`src/hw/rtl/lgs_pkg.sv`:
```
// Shared types and constants for the Life generation stencil.
// Used by the controller, the datapath and the top level; depends on nothing.
`default_nettype none

package lgs_pkg;

    // Field and register widths.
    localparam int SIDE_W       = 6;
    localparam int IDX_W        = 5;
    localparam int CNT_W        = 4;
    localparam int S_TDATA_W    = 8;
    localparam int M_TDATA_W    = 16;

    // Default grid capacity and register reset value.
    localparam int MAX_SIDE_DEF = 32;
    localparam logic [SIDE_W-1:0] SIDE_RESET = 6'd32;

    // Rule constants: birth on three, survival on two or three.
    localparam logic [CNT_W-1:0] BIRTH_COUNT = 4'd3;
    localparam logic [CNT_W-1:0] SURVIVE_LOW = 4'd2;

    // Which cell a result is taken from.
    typedef enum logic [1:0] {
        SRC_DIAG,
        SRC_EDGE,
        SRC_FLUSH
    } emit_src_t;

    // Commands from the controller to the datapath.
    typedef struct packed {
        logic      load;
        logic      emit;
        emit_src_t src;
        logic      advance;
        logic      flush_step;
        logic      clear;
    } lgs_cmd_t;

    // Status from the datapath to the controller.
    typedef struct packed {
        logic has_diag;
        logic has_edge;
        logic is_last;
        logic flush_done;
        logic slot_free;
    } lgs_status_t;

endpackage

`default_nettype wire

```
`src/hw/rtl/life_generation_stencil.sv`:
```
// Top level of the Life generation stencil; instantiates lgs_ctrl and lgs_datapath.
// Each cell takes three controller steps: IDLE loads it, DIAG releases the upper-left result and EDGE
// the row-end result; the last row of a frame then follows in FLUSH at one per cycle while the output
// is not stalled. A new cell is taken only after EDGE of the previous one, and a stalled output holds
// the controller in place.
// Reset clears the counters and row stores and sets grid_side to 32.
`default_nettype none

module life_generation_stencil #(
    parameter int MAX_SIDE = lgs_pkg::MAX_SIDE_DEF
) (
    input  wire logic                              aclk,
    input  wire logic                              aresetn,
    // Configuration: grid_side.
    input  wire logic                              cfg_wr_en,
    input  wire logic [lgs_pkg::SIDE_W-1:0]        cfg_wr_data,
    // Input cells.
    input  wire logic                              s_tvalid,
    output logic                                   s_tready,
    input  wire logic [lgs_pkg::S_TDATA_W-1:0]     s_tdata,  // [0] cell_alive, [7:1] zero
    // Results.
    output logic                                   m_tvalid,
    input  wire logic                              m_tready,
    // [0] next_alive, [4:1] live_neighbours, [9:5] cell_row, [14:10] cell_col, [15] zero
    output logic [lgs_pkg::M_TDATA_W-1:0]          m_tdata,
    output logic                                   m_tlast   // frame_last
);

    lgs_pkg::lgs_cmd_t    cmd;
    lgs_pkg::lgs_status_t status;

    logic                          next_alive;
    logic [lgs_pkg::CNT_W-1:0]     live_neighbours;
    logic [lgs_pkg::IDX_W-1:0]     cell_row;
    logic [lgs_pkg::IDX_W-1:0]     cell_col;

    lgs_ctrl u_ctrl (
        .aclk     (aclk),
        .aresetn  (aresetn),
        .s_tvalid (s_tvalid),
        .s_tready (s_tready),
        .status   (status),
        .cmd      (cmd)
    );

    lgs_datapath #(
        .MAX_SIDE (MAX_SIDE)
    ) u_datapath (
        .aclk            (aclk),
        .aresetn         (aresetn),
        .cfg_wr_en       (cfg_wr_en),
        .cfg_wr_data     (cfg_wr_data),
        .cell_alive      (s_tdata[0]),
        .cmd             (cmd),
        .status          (status),
        .m_tready        (m_tready),
        .m_tvalid        (m_tvalid),
        .next_alive      (next_alive),
        .live_neighbours (live_neighbours),
        .cell_row        (cell_row),
        .cell_col        (cell_col),
        .frame_last      (m_tlast)
    );

    // Pack the result fields, highest field first.
    assign m_tdata = {1'b0, cell_col, cell_row, live_neighbours, next_alive};

endmodule

`default_nettype wire

```
`src/hw/rtl/lgs_ctrl.sv`:
```
// Controller state machine of the Life generation stencil.
// Depends on lgs_pkg for the command and status structs.
`default_nettype none

module lgs_ctrl (
    input  wire logic            aclk,
    input  wire logic            aresetn,
    input  wire logic            s_tvalid,
    output logic                 s_tready,
    input  wire lgs_pkg::lgs_status_t status,
    output lgs_pkg::lgs_cmd_t    cmd
);

    typedef enum logic [1:0] {
        ST_IDLE,
        ST_DIAG,
        ST_EDGE,
        ST_FLUSH
    } state_t;

    state_t state_reg;
    state_t state_next;

    // Next state and commands for the current step.
    always_comb begin
        state_next     = state_reg;
        cmd            = '0;
        cmd.src        = lgs_pkg::SRC_DIAG;
        s_tready       = 1'b0;
        case (state_reg)
            ST_IDLE: begin
                s_tready = 1'b1;
                if (s_tvalid) begin
                    cmd.load   = 1'b1;
                    state_next = ST_DIAG;
                end
            end
            ST_DIAG: begin
                // Release the upper-left neighbor of the new cell.
                cmd.src = lgs_pkg::SRC_DIAG;
                if (!status.has_diag) begin
                    state_next = ST_EDGE;
                end else if (status.slot_free) begin
                    cmd.emit   = 1'b1;
                    state_next = ST_EDGE;
                end
            end
            ST_EDGE: begin
                // At the end of a row, release the last cell of the row above.
                cmd.src = lgs_pkg::SRC_EDGE;
                if (!status.has_edge || status.slot_free) begin
                    cmd.emit = status.has_edge;
                    if (status.is_last) begin
                        state_next = ST_FLUSH;
                    end else begin
                        cmd.advance = 1'b1;
                        state_next  = ST_IDLE;
                    end
                end
            end
            ST_FLUSH: begin
                // Walk the final row once the frame is complete.
                cmd.src = lgs_pkg::SRC_FLUSH;
                if (status.slot_free) begin
                    cmd.emit = 1'b1;
                    if (status.flush_done) begin
                        cmd.clear  = 1'b1;
                        state_next = ST_IDLE;
                    end else begin
                        cmd.flush_step = 1'b1;
                    end
                end
            end
            default: begin
                state_next = ST_IDLE;
            end
        endcase
    end

    // State register.
    always_ff @(posedge aclk) begin
        if (!aresetn) begin
            state_reg <= ST_IDLE;
        end else begin
            state_reg <= state_next;
        end
    end

endmodule

`default_nettype wire

```
`src/hw/rtl/lgs_datapath.sv`:
```
// Datapath of the Life generation stencil: row stores, counters, neighbor count
// and the output register. Depends on lgs_pkg.
`default_nettype none

module lgs_datapath #(
    parameter int MAX_SIDE = lgs_pkg::MAX_SIDE_DEF
) (
    input  wire logic                           aclk,
    input  wire logic                           aresetn,
    input  wire logic                           cfg_wr_en,
    input  wire logic [lgs_pkg::SIDE_W-1:0]     cfg_wr_data,
    input  wire logic                           cell_alive,
    input  wire lgs_pkg::lgs_cmd_t              cmd,
    output lgs_pkg::lgs_status_t                status,
    input  wire logic                           m_tready,
    output logic                                m_tvalid,
    output logic                                next_alive,
    output logic [lgs_pkg::CNT_W-1:0]           live_neighbours,
    output logic [lgs_pkg::IDX_W-1:0]           cell_row,
    output logic [lgs_pkg::IDX_W-1:0]           cell_col,
    output logic                                frame_last
);

    localparam int CW = $clog2(MAX_SIDE);
    localparam int PW = $clog2(MAX_SIDE + 2);
    localparam int SW = lgs_pkg::SIDE_W;
    localparam int IW = lgs_pkg::IDX_W;
    localparam int NW = lgs_pkg::CNT_W;

    logic [SW-1:0]       side_reg;
    logic [MAX_SIDE-1:0] row0_reg, row1_reg, row2_reg;
    logic [MAX_SIDE-1:0] row0_next, row1_next, row2_next;
    logic [IW-1:0]       row_cnt_reg, col_cnt_reg, flush_col_reg;
    logic [IW-1:0]       row_cnt_next, col_cnt_next, flush_col_next;

    logic                m_valid_reg;
    logic                alive_reg, last_reg;
    logic [NW-1:0]       count_reg;
    logic [IW-1:0]       out_row_reg, out_col_reg;

    logic [SW-1:0]       side_eff;
    logic                row_end;

    // Side in use: zero acts as one, anything above capacity is clamped.
    always_comb begin
        if (side_reg == '0) begin
            side_eff = SW'(1);
        end else if (side_reg > SW'(MAX_SIDE)) begin
            side_eff = SW'(MAX_SIDE);
        end else begin
            side_eff = side_reg;
        end
    end

    assign row_end = (({1'b0, col_cnt_reg} + SW'(1)) == side_eff);

    // Status toward the controller.
    always_comb begin
        status.has_diag   = (row_cnt_reg != '0) && (col_cnt_reg != '0);
        status.has_edge   = (row_cnt_reg != '0) && row_end;
        status.is_last    = row_end && (({1'b0, row_cnt_reg} + SW'(1)) == side_eff);
        status.flush_done = (({1'b0, flush_col_reg} + SW'(1)) == side_eff);
        status.slot_free  = !m_valid_reg || m_tready;
    end

    // Window selection for the cell being released.
    logic [MAX_SIDE-1:0] above, mid, below;
    logic [IW-1:0]       emit_row, emit_col;

    always_comb begin
        case (cmd.src)
            lgs_pkg::SRC_DIAG: begin
                above    = row0_reg;
                mid      = row1_reg;
                below    = row2_reg;
                emit_row = row_cnt_reg - IW'(1);
                emit_col = col_cnt_reg - IW'(1);
            end
            lgs_pkg::SRC_EDGE: begin
                above    = row0_reg;
                mid      = row1_reg;
                below    = row2_reg;
                emit_row = row_cnt_reg - IW'(1);
                emit_col = col_cnt_reg;
            end
            lgs_pkg::SRC_FLUSH: begin
                above    = row1_reg;
                mid      = row2_reg;
                below    = '0;
                emit_row = row_cnt_reg;
                emit_col = flush_col_reg;
            end
            default: begin
                above    = '0;
                mid      = '0;
                below    = '0;
                emit_row = '0;
                emit_col = '0;
            end
        endcase
    end

    // Neighbor count over zero-padded rows; the padding covers the left edge.
    logic [MAX_SIDE+1:0] pad_above, pad_mid, pad_below;
    logic [PW-1:0]       pidx;
    logic                right_ok;
    logic [NW-1:0]       nb_count;
    logic                self_alive;
    logic                rule_alive;
    logic                emit_last;

    always_comb begin
        pad_above  = {1'b0, above, 1'b0};
        pad_mid    = {1'b0, mid, 1'b0};
        pad_below  = {1'b0, below, 1'b0};
        pidx       = PW'(emit_col);
        right_ok   = (({1'b0, emit_col} + SW'(1)) < side_eff);
        self_alive = pad_mid[pidx + PW'(1)];
        nb_count   = NW'(pad_above[pidx]) + NW'(pad_mid[pidx]) + NW'(pad_below[pidx])
                   + NW'(pad_above[pidx + PW'(1)]) + NW'(pad_below[pidx + PW'(1)])
                   + NW'(pad_above[pidx + PW'(2)] & right_ok)
                   + NW'(pad_mid[pidx + PW'(2)] & right_ok)
                   + NW'(pad_below[pidx + PW'(2)] & right_ok);
        rule_alive = (nb_count == lgs_pkg::BIRTH_COUNT)
                   || (self_alive && (nb_count == lgs_pkg::SURVIVE_LOW));
        emit_last  = (({1'b0, emit_row} + SW'(1)) == side_eff)
                   && (({1'b0, emit_col} + SW'(1)) == side_eff);
    end

    // Row stores and position counters.
    always_comb begin
        row0_next      = row0_reg;
        row1_next      = row1_reg;
        row2_next      = row2_reg;
        row_cnt_next   = row_cnt_reg;
        col_cnt_next   = col_cnt_reg;
        flush_col_next = flush_col_reg;
        if (cfg_wr_en || cmd.clear) begin
            row0_next      = '0;
            row1_next      = '0;
            row2_next      = '0;
            row_cnt_next   = '0;
            col_cnt_next   = '0;
            flush_col_next = '0;
        end else begin
            if (cmd.load) begin
                row2_next[col_cnt_reg[CW-1:0]] = row2_reg[col_cnt_reg[CW-1:0]] | cell_alive;
            end
            if (cmd.advance) begin
                if (row_end) begin
                    col_cnt_next = '0;
                    row_cnt_next = row_cnt_reg + IW'(1);
                    row0_next    = row1_reg;
                    row1_next    = row2_reg;
                    row2_next    = '0;
                end else begin
                    col_cnt_next = col_cnt_reg + IW'(1);
                end
            end
            if (cmd.flush_step) begin
                flush_col_next = flush_col_reg + IW'(1);
            end
        end
    end

    always_ff @(posedge aclk) begin
        if (!aresetn) begin
            side_reg      <= lgs_pkg::SIDE_RESET;
            row0_reg      <= '0;
            row1_reg      <= '0;
            row2_reg      <= '0;
            row_cnt_reg   <= '0;
            col_cnt_reg   <= '0;
            flush_col_reg <= '0;
        end else begin
            if (cfg_wr_en) begin
                side_reg <= cfg_wr_data;
            end
            row0_reg      <= row0_next;
            row1_reg      <= row1_next;
            row2_reg      <= row2_next;
            row_cnt_reg   <= row_cnt_next;
            col_cnt_reg   <= col_cnt_next;
            flush_col_reg <= flush_col_next;
        end
    end

    // Output register: holds a result until the downstream transfer.
    always_ff @(posedge aclk) begin
        if (!aresetn) begin
            m_valid_reg <= 1'b0;
        end else if (cmd.emit) begin
            m_valid_reg <= 1'b1;
        end else if (m_tready) begin
            m_valid_reg <= 1'b0;
        end
    end

    always_ff @(posedge aclk) begin
        if (cmd.emit) begin
            alive_reg   <= rule_alive;
            count_reg   <= nb_count;
            out_row_reg <= emit_row;
            out_col_reg <= emit_col;
            last_reg    <= emit_last;
        end
    end

    assign m_tvalid        = m_valid_reg;
    assign next_alive      = alive_reg;
    assign live_neighbours = count_reg;
    assign cell_row        = out_row_reg;
    assign cell_col        = out_col_reg;
    assign frame_last      = last_reg;

endmodule

`default_nettype wire

```
`config.mk`:
```
export PLATFORM = sky130hd
export DESIGN_NAME = life_generation_stencil
export DESIGN_NICKNAME = d
export VERILOG_FILES = /design/src/hw/rtl/lgs_pkg.sv /design/src/hw/rtl/life_generation_stencil.sv /design/src/hw/rtl/lgs_ctrl.sv /design/src/hw/rtl/lgs_datapath.sv
export SDC_FILE = /design/constraint.sdc
export NUM_CORES = 1
export LEC_CHECK = 0
export CAP_MARGIN = 20
export CORE_ASPECT_RATIO = 0.6
export CORE_UTILIZATION = 55
export DETAILED_ROUTE_END_ITERATION = 6
export DONT_BUFFER_PORTS = 1
export GPL_TIMING_DRIVEN = 0
export PLACE_DENSITY = 0.69
export SYNTH_ARGS = -nofsm -noshare
export SYNTH_HDL_FRONTEND = slang
export SYNTH_SLANG_ARGS = --single-unit
export TNS_END_PERCENT = 50
```
`constraint.sdc`:
```
create_clock -name aclk -period 8.86 [get_ports aclk]
set_clock_uncertainty 0.05 [all_clocks]
set_input_delay 1.329 -clock aclk [delete_from_list [all_inputs] [get_ports aclk]]
set_output_delay 1.329 -clock aclk [all_outputs]
set_load 0.1 [all_outputs]
```
==> results.txt <==
* Result of the run: finished, violations left
- The final reports fail on DRC.
- Residual antenna-violating net count after detailed routing: 0
- TritonCTS built the clock tree.
- For this run, the slowest stage of the critical path takes 0.45 ns.
* Yosys Warn Count: 0
* IO buf count: 0
* Fraction of the yosys area taken by sequential cells: 0.256
- Number of primary I/O pins: 38
- Initial core utilization: 0.562
* Insertion delay of the later-clocked pin in the worst-skew pair: between 0.4 and 0.5 ns
- Global-route wire length before repair: about 64000 um
- Post-Syn Instances: approximately 1300
- After detailed routing, the average wire length per cell comes to 27.2 um.
* Layout overhead on the synthesized area: 8.70%
- Post-synthesis async set-or-reset flop share: 0
- Ratio of final minimum period to clock period: 0.934
* Worst Path Required: 9.05 ns
* Final layout net count: 1323
* Drt via density: 6.95
- After clock tree synthesis, the clock-pin slew on the worst setup and hold paths is ~0.06 ns.
- Post-CTS timing repair inserted 0 buffers for setup.
- The die covers around 21000 um2.
- Final count of hold timing violations: 0
- Number of global-route vias before repair: approximately 10000
* Total power density per cell area: 180 nW/um2
- For the worst setup path, the data arrival time is ~8.5 ns.
* Clock buffers created by TritonCTS: 17
- Synthesis inferred between 100 and 150 register bits.
* Number of antenna violations at the first check in global routing: 0
- Detailed-route via count: ~11000
* Critical Path End Type: flip-flop
- Headroom to the max-slew limit: 0.335
- In this run the cell area measured after placement is 11600 um2.
- Violation count after the first detailed-routing iteration: roughly 1500
* Master cell of the clock root buffer: sky130_fd_sc_hd__clkbuf_16
- By startpoint and endpoint, the worst setup path is classified as flip-flop to flip-flop.
- On the final layout, the worst hold slack is roughly 0.46 ns.
* Fmax achieved: between 100 and 150 MHz
* Weighted congestion reported at the end of routability-driven placement: between 1 and 1.5
- Count of flip-flops with a built-in enable after synthesis: 16
- The share of synthesized area in the top cell type comes to 0.213.
* Startpoint type of the worst setup path: flip-flop
- Total clock sinks: about 140
- Entering global routing, the biggest net connects 17 pins.
* Measured slew at the worst slew-check pin: 0.996 ns
* Post-route setup TNS: 0 ns
* Die W: approximately 190 um
- Design Area, Final: 12200 um2
* DRT Wirelength: approximately 43000 um
- After floorplanning, the core was divided into 40 placement rows.
* Classification of the worst-slack hold path: flip-flop to flip-flop
- In the synthesized netlist the dominant register cell turns out to be sky130_fd_sc_hd__dfxtp_1.
- Depth of the CTS H-tree: 4
- Fraction of layout cells with a size suffix above 1: 0.148
- First drt pass iteration count: 7
- Total setup violations reported at the end of the flow: 0
- Setup repair after global routing missed its margin: false
* Average cell area after synthesis: between 8 and 9 um2
- Pleak: just under 0.004 uW
- Die boundary height: between 100 and 150 um
- After clock tree synthesis, the flow added hold-fix buffers numbering 0.
- CTS resizes: 0
- In this run, distinct cell masters in the synthesized netlist total between 70 and 80.
- Hold Crit Depth: 2
- In the routed design, unresolved DRC markers number 4.
* Max Fanout on Critical Path: 12
* Post-Syn Area: 11300 um2
- The largest total area in the synthesized netlist belongs to sky130_fd_sc_hd__dfxtp_1.
* Ant. Diodes: 0
- For this design, the slowest cell found on the critical path is sky130_fd_sc_hd__dfxtp_1.
* Overall power: about 2200 uW
- In this run the standard cell core region covers around 20000 um2.
- Number of cell instances on the worst register-to-register path: 30
- Net count after synthesis: 1302
* Placed wire-length estimate: around 32000 um
- After synthesis, the cell types taking the most area are sky130_fd_sc_hd__dfxtp_1, sky130_fd_sc_hd__mux2i_1, sky130_fd_sc_hd__mux4_2.
* Shortest clock period the worst path allows after layout: roughly 8.3 ns
- Worst-case vdd ir drop: around 150 uV
- Fillcell total: 1768
- Library cell appearing most often on the critical path: sky130_fd_sc_hd__inv_1
- Summed over all layers, the global routing overflow is 0.
- In this run the deepest clock path goes through 2 buffers.
- The count of pins over their slew limit was 0.
- Across the run, the number of max-cap violations was 0.
* Gr usage total: 0.408
- The library cell used most frequently in the layout, excluding fill and tap cells, is sky130_fd_sc_hd__mux2i_1.
* Leading cell types in the layout, fill and taps excluded: sky130_fd_sc_hd__mux2i_1, sky130_fd_sc_hd__nor2_1, sky130_fd_sc_hd__dfxtp_1
## cells by family after synthesis
family,synth area share
xor gates and xnor gates,0.0470
muxes,0.309
adders and majority gates,0.0282
buffers and inverters,0.0567
DFF,0.256
AOI/OAI and AO/OA,0.123
other,0.000333
and+or+nand+nor,0.180
## stage by stage
stage / setup WS, ns / std cells / utilization
floorplan: 2.01 / 1260 / -
global placement: 0.383 / 1533 / 0.579
detailed placement: 0.323 / 1535 / 0.581
CTS: 0.265 / 1566 / 0.611
global route: 0.194 / 1566 / 0.611
finish: 0.582 / 1566 / 0.611
## final cells by class
type | instances | area (um2) | area share
clock buffers | 21 | 450 | 0.0368
repair buffers | 3 | 38.8 | 0.00317
well taps | 273 | 342 | 0.0279
flip-flops and latches | 136 | 2880 | 0.236
clock inverters | 10 | 144 | 0.0118
multi-input cells | 986 | 7740 | 0.633
inverters | 32 | 120 | 0.00982
plain buffers | 105 | 517 | 0.0422
## layer usage
layer | vias up | track usage | routed length, um
met5 | - | 0 | 0
met4 | 0 | 0.136 | 1340
met3 | 140 | 0.178 | 6670
met2 | 822 | 0.547 | 16300
met1 | 5247 | 0.577 | 18300
li1 | 4680 | - | -
## Yosys cell counts (12+ instances only)
library cell               count
sky130_fd_sc_hd__clkbuf_1     38
sky130_fd_sc_hd__o21ai_0      30
sky130_fd_sc_hd__xnor2_1      32
sky130_fd_sc_hd__ha_1         19
sky130_fd_sc_hd__mux2_2       32
sky130_fd_sc_hd__nor3_1       41
sky130_fd_sc_hd__mux4_2       46
sky130_fd_sc_hd__edfxtp_1     16
sky130_fd_sc_hd__nor3_2       15
sky130_fd_sc_hd__nand2_1      94
sky130_fd_sc_hd__buf_1        15
sky130_fd_sc_hd__nor2b_1      14
sky130_fd_sc_hd__buf_2        42
sky130_fd_sc_hd__nand3_1      38
sky130_fd_sc_hd__a211oi_1     17
sky130_fd_sc_hd__inv_1        30
sky130_fd_sc_hd__a31oi_1      14
sky130_fd_sc_hd__dfxtp_1     120
sky130_fd_sc_hd__a21oi_1      64
sky130_fd_sc_hd__mux2i_1     206
sky130_fd_sc_hd__o211ai_1     12
sky130_fd_sc_hd__nor2_1      150
## worst max-delay path: cells and delay by family (launching register included)
kind	cells	cell delay [ns]
buffers and inverters	11	2.34
and+or+nand+nor	4	0.60
AOI/OAI and AO/OA	5	1.30
adders and majority gates	7	2.33
muxes	1	0.43
xor gates and xnor gates	2	0.55
DFF	1	0.45
## power breakdown
part           total, uW  internal (uW)  switching (uW)
Sequential           659            637            22.6
Combinational        803            251             552
Clock                744            450             294
## path summary, 6_finish.rpt
check                                               start                       to  slack (ns)
worst max-delay path            u_datapath.col_cnt_reg[1]    u_datapath.next_alive        0.58
worst min-delay path              u_datapath.row0_reg[31]  u_datapath.row0_reg[31]        0.46
worst max register to register  u_datapath.col_cnt_reg[1]    u_datapath.next_alive        0.58
worst min register to register    u_datapath.row0_reg[31]  u_datapath.row0_reg[31]        0.46
No activity file was read; power rests on OpenSTA's default activity.
